[src/hw/rtl/sfov_pkg.sv]
package sfov_pkg;

  typedef enum logic [1:0] {
    OP_WRITE   = 2'd0,
    OP_COMPUTE = 2'd1,
    OP_READ    = 2'd2,
    OP_NONE    = 2'd3
  } op_t;

  typedef struct packed {
    op_t        opcode;
    logic [5:0] cell_x;
    logic [5:0] cell_y;
    logic       see_through;
  } in_word_t;

  typedef struct packed {
    logic visible;
    logic cell_open;
  } out_word_t;

  typedef enum logic [3:0] {
    ST_CLR_ALL,
    ST_IDLE,
    ST_RESP,
    ST_CLR_SEEN,
    ST_OCT_INIT,
    ST_STEP,
    ST_CELL,
    ST_POP,
    ST_FIN
  } state_t;

  typedef struct packed {
    logic accept;
    logic sweep;
    logic sweep_all;
    logic oct_init;
    logic step;
    logic visit;
    logic pop;
    logic fin;
    logic load;
  } cmd_t;

  typedef struct packed {
    op_t  in_op;
    logic sweep_last;
    logic row_end;
    logic pop;
    logic sp_one;
    logic oct_last;
    logic cell_in;
    logic out_full;
  } status_t;

  localparam logic [4:0] RADIUS_RESET = 5'd8;

  // octant transform: x = dx*XX + dy*XY, y = dx*YX + dy*YY
  localparam logic signed [1:0] OCT_XX [8] =
    '{2'sd1, 2'sd0, 2'sd0, -2'sd1, -2'sd1, 2'sd0, 2'sd0, 2'sd1};
  localparam logic signed [1:0] OCT_XY [8] =
    '{2'sd0, 2'sd1, -2'sd1, 2'sd0, 2'sd0, -2'sd1, 2'sd1, 2'sd0};
  localparam logic signed [1:0] OCT_YX [8] =
    '{2'sd0, 2'sd1, 2'sd1, 2'sd0, 2'sd0, -2'sd1, -2'sd1, 2'sd0};
  localparam logic signed [1:0] OCT_YY [8] =
    '{2'sd1, 2'sd0, 2'sd0, 2'sd1, -2'sd1, 2'sd0, 2'sd0, -2'sd1};

endpackage

[src/hw/rtl/sfov_ctrl.sv]
module sfov_ctrl (
  input  logic               clk,
  input  logic               rst_n,
  input  logic               in_valid,
  output logic               in_stall,
  input  sfov_pkg::status_t  status,
  output sfov_pkg::cmd_t     cmd
);

  sfov_pkg::state_t state_r, state_nxt;

  always_ff @(posedge clk) begin
    if (!rst_n) begin
      state_r <= sfov_pkg::ST_CLR_ALL;
    end else begin
      state_r <= state_nxt;
    end
  end

  always_comb begin
    state_nxt = state_r;
    cmd       = '0;
    in_stall  = (state_r != sfov_pkg::ST_IDLE);
    unique case (state_r)
      sfov_pkg::ST_CLR_ALL: begin
        cmd.sweep     = 1'b1;
        cmd.sweep_all = 1'b1;
        if (status.sweep_last) state_nxt = sfov_pkg::ST_IDLE;
      end
      sfov_pkg::ST_IDLE: begin
        if (in_valid) begin
          cmd.accept = 1'b1;
          state_nxt  = (status.in_op == sfov_pkg::OP_COMPUTE) ?
                       sfov_pkg::ST_CLR_SEEN : sfov_pkg::ST_RESP;
        end
      end
      sfov_pkg::ST_RESP: begin
        if (!status.out_full) begin
          cmd.load  = 1'b1;
          state_nxt = sfov_pkg::ST_IDLE;
        end
      end
      sfov_pkg::ST_CLR_SEEN: begin
        cmd.sweep = 1'b1;
        if (status.sweep_last) state_nxt = sfov_pkg::ST_OCT_INIT;
      end
      sfov_pkg::ST_OCT_INIT: begin
        cmd.oct_init = 1'b1;
        state_nxt    = sfov_pkg::ST_STEP;
      end
      sfov_pkg::ST_STEP: begin
        cmd.step = 1'b1;
        priority if (status.row_end && status.pop && status.sp_one) begin
          state_nxt = status.oct_last ? sfov_pkg::ST_FIN : sfov_pkg::ST_OCT_INIT;
        end else if (status.row_end && status.pop) begin
          state_nxt = sfov_pkg::ST_POP;
        end else if (!status.row_end && status.cell_in) begin
          state_nxt = sfov_pkg::ST_CELL;
        end else begin
          state_nxt = sfov_pkg::ST_STEP;
        end
      end
      sfov_pkg::ST_CELL: begin
        cmd.visit = 1'b1;
        state_nxt = sfov_pkg::ST_STEP;
      end
      sfov_pkg::ST_POP: begin
        cmd.pop   = 1'b1;
        state_nxt = sfov_pkg::ST_STEP;
      end
      sfov_pkg::ST_FIN: begin
        cmd.fin   = 1'b1;
        state_nxt = sfov_pkg::ST_RESP;
      end
      default: state_nxt = sfov_pkg::ST_CLR_ALL;
    endcase
  end

endmodule

[config.mk]
export PLATFORM = sky130hd
export DESIGN_NAME = sfov_ctrl
export DESIGN_NICKNAME = d
export VERILOG_FILES = /design/src/hw/rtl/sfov_pkg.sv /design/src/hw/rtl/sfov_ctrl.sv
export SDC_FILE = /design/constraint.sdc
export NUM_CORES = 1
export LEC_CHECK = 0
export BUFFER_PORTS_ARGS = -buffer_cell sky130_fd_sc_hd__buf_4
export CAP_MARGIN = 15
export CORE_AREA = 8 8 45 47
export CTS_CLUSTER_SIZE = 30
export DETAILED_ROUTE_END_ITERATION = 7
export DIE_AREA = 0 0 53 55
export GPL_ROUTABILITY_DRIVEN = 1
export HOLD_SLACK_MARGIN = 0.08
export SLEW_MARGIN = 20
export SYNTH_ARGS = -nofsm -noshare
export SYNTH_HDL_FRONTEND = slang
export SYNTH_SLANG_ARGS = --single-unit
[constraint.sdc]
create_clock -name clk -period 2.5 [get_ports clk]
set_input_delay 0.375 -clock clk [delete_from_list [all_inputs] [get_ports clk]]
set_output_delay 0.375 -clock clk [all_outputs]
set_load 0.01 [all_outputs]
* Yosys cells after proc, flatten, opt, wreduce, memory -nomap -nowiden *
Index checks and enable logic that the tools add are counted.

operators by class
  add/subtract/negate cells = 0
  bitwise logic cells = 0
  magnitude comparators = 0
  shift operators = 0
  multiply operators = 0
  reductions and logical operators = 8
  multiplexer cells = 21
  divide/modulo/power cells = 0
  equality and inequality tests = 14

operator list
  operator                                        count
  two-way mux 4 bit                               7
  case mux 4 bit (7 select lines)                 1
  == test 4 x 3 -> 1 bit (second input constant)  4
  two-way mux 1 bit                               12
  == test 4 x 2 -> 1 bit (second input constant)  2
  != test 2 bit (second input constant)           4
  == test 4 x 1 -> 1 bit (second input constant)  1
  == test 4 bit (second input constant)           1
  logical NOT 4 bit                               1
  != test 4 x 1 -> 1 bit (second input constant)  1
  AND reduction 4 bit                             1
  logical AND 1 bit                               3
  OR reduction 3 bit                              1
  == test 2 x 1 -> 1 bit (second input constant)  1
  two-way mux 2 bit                               1
  OR reduction 2 bit                              1
  logical NOT 1 bit                               1

storage, ports and cells
  memories kept = 0
  bits in latches = 0
  bits in read-only memories = 0
  bits in writable memories = 0
  register bits = 4
  bits of input ports = 12
  output and inout port bits = 10

* Longest topological paths before layout *
  word-level depth = 6
  gate-level depth with buffers = 5
  gate-level depth less buffers = 4

* Least setup slack after synthesis *
No wires, ideal clock.

  kind = register to output
  from = register state_r[0]
  to = output port cmd[0] (netlist name)
  required time = 2125 ps
  cell stages (with the launch flop) = 4
  path slack = 1095 ps
  path buffers = 2
  arrival time = 1030 ps
  cells stage by stage = dfxtp_1 buf_6 buf_2 nor4_1

RTL lines
  element                 RTL line         RTL
  start, declared         sfov_ctrl.sv:10  sfov_pkg::state_t state_r, state_nxt;
  start signal, assigned  sfov_ctrl.sv:14  state_r <= sfov_pkg::ST_CLR_ALL;
  start signal, assigned  sfov_ctrl.sv:16  state_r <= state_nxt;
  end, declared           sfov_ctrl.sv:7   output sfov_pkg::cmd_t cmd

==> reports/results.txt <==
Total power - 321 µW
P per Cell Area - 536 mW/mm²
Ratio of cells with drive above 1 in the final layout - 33.3%
Yosys top cell area share - 18.7%
Tightest Pin Transition - 0.588 ns
RSZ-0062 raised after global routing - no
Ys async rst share - 0%
Fin Setup TNS - 0 ns
Mapped Nets - 71
Simple-gate share of the synthesized area - 47.5%
Met3 Track Usage GR - 4.01%
R2r setup slk - 0.97 ns
Reg2reg end - state_r[1]
Placement row count - 14
Crit-path max FO - 17
Status - completed
Post-synth EDFFs - 0
Total GRT Usage - 9.17%
GRT overflow - 0
Worst min path class - in -> reg
Main synth FF type - dfxtp_1
Cell count of the worst reg-to-reg path - 4
TritonCTS clock tree - yes
Hold Fails Final Rpt - 0
Post-Synth XOR/XNOR Area - 2.04%
Post-synth cell types - 32
WHS Endpoint - state_r[3]
Main combinational cell family by area after synthesis - simple AND/OR/NAND/NOR gates
CTS root buf - clkbuf_4
Kind of critical path - reg -> out
Worst Hold Depth - 2
Max Freq - 523 MHz
Hold_sp - status[2]
Routed vias - 496
Die Span X - 53 µm
Mapped Area - 429 µm²
Nets - 92
DRT iter0 DRCs - 6
Post-CTS Setup Inserts - 0
DIE AREA - 0.00292 mm²
Post-synthesis adder-cell area fraction - 0%
Layout fillers - 166
Relative slew slack - 60.8%
Post-synthesis compound-gate area fraction - 20.4%
Routing usage on met2 - 14.6%
First-pass GRT wire length - 2120 µm
Avg Inst Size Synth - 7.27 µm²
Avg WL per Cell - 13.1 µm
# DRC - 0
# hold bufs at CTS - 0
Final setup vio count - 0
Routability Congestion - 0.780
Cells after DPL - 91
DPL Wire Length - 931 µm
Vias in the first global route - 481
Period utilisation layout - 76.5%
Post-Route WL - 1230 µm
Ys Warns - 0
Fin util - 43.2%
Static Leakage - 0.278 nW
Mux cell area share after synthesis - 2.33%
ANT nets after route - 0
Port Buf Inserts - 21
Clock H-tree levels - 1
Yosys reg bits - 4
# clock sinks - 4
Die Span Y - 55 µm
Worst VDD drop - 0.000443 V
Final min period - 1.91 ns
Clk_skew - 0.000793 ns
Max clock buf depth - 2
Busiest grt layer - met2
Pin count of the biggest net entering global routing - 18
Initial Utilization - 31.0%
Placeable Area - 0.00138 mm²
Synth area leaders - dfxtp_1, nor2_1, nor2b_1
Post-synth top area cell - dfxtp_1
Layout area overhead - 39.4%
Sequential area share after synthesis - 18.7%
Crit path DAT - 1.54 ns
Top reg by flops - state_r
Max Cap Viol - 0
Post-cts resize count - 0
Reg clk slew, reported paths - 0.04 ns
Slew Limit Fails - 0
Antenna diodes - 0
Clk_lat worst skew - 0.23 ns
Required time of the critical path - 2.12 ns
Met1 usage - 11.3%
Hold_ws - 0.409 ns
Biggest regs - state_r: 4 flops
Max FFs per register - 4
Ports - 22
CTS Buf Count - 3
Critical Path End Type - primary output
Drt pass-1 iters - 4
Antenna violations before repair - 0
Vias/cell - 5.28
CP Launch Type - register
RR Startpoint - state_r[0]
Fin cells - 94
Synth Instances - 59
-- cells in the final DEF, fill, tap and decap left out, drive strengths merged, types with 2 or more instances in the layout --
cell    instances
inv             2
nand2b          3
buf            21
nor2            7
o21ai           2
a21oi           2
dfxtp           4
nor2b           5
nand2           4
nor3            3
clkbuf          3
nor4            2
nand3           2
and3            2
-- area by class of cell --
cell class	count	area, µm²	area share (%)
clock buffer	3	22.5	3.77
inverter	2	7.51	1.26
multi-input combinational	48	310	51.9
sequential	4	80.1	13.4
tap	16	20.0	3.35
timing repair buffer	21	158	26.4
-- Yosys cell counts (all sizes together) (2+ instances only) --
cell and n:
o21ai 2, a21oi 2, and3 2, nor2 7, nor3 3, buf 5
nor4 2, nand2b 3, dfxtp 4, nand3 2, inv 2, nor2b 5
nand2 4
-- layer usage --
layer	wire length [µm]	share of wire [%]
met1	592	48
met4	0	0
met2	524	42
met5	0	0
met3	118	9.6
-- how the worst max path moves through the flow --
stage,end,from,cells past startpoint
floorplan,cmd[0],state_r[0],3
global placement,cmd[8],state_r[0],3
detailed placement,cmd[8],state_r[0],3
CTS,cmd[8],state_r[0],3
global route,cmd[8],state_r[0],3
finish,cmd[8],state_r[0],3
-- power by group --
| part | internal, mW | switching, mW | total, mW |
|---|---|---|---|
| logic | 0.0805 | 0.0606 | 0.141 |
| registers | 0.0715 | 0.0307 | 0.102 |
| clock network | 0.0535 | 0.0240 | 0.0776 |
| total | 0.205 | 0.115 | 0.321 |
-- cells by family after synthesis --
| group | Yosys count |
|---|---|
| buf+inv | 7 |
| flops | 4 |
| compound gates | 12 |
| mux | 1 |
| xor+xnor | 1 |
| simple gates | 34 |
-- per-stage QoR --
| step | worst slack, ns | cell area, µm² |
|---|---|---|
| 3_5_place_dp | 0.852 | 576 |
| 2_1_floorplan | 1.09 | 429 |
| 5_1_grt | 0.468 | 598 |
| 3_3_place_gp | 0.890 | 576 |
| 4_1_cts | 0.598 | 598 |
| 6_report | 0.589 | 598 |
-- critical path, stage by stage, from the launching register on --
cell	delay, ns
dfxtp_1	0.68
nor2b_1	0.32
and3_1	0.19
buf_4	0.11
Power figures use the tool's default switching activity.
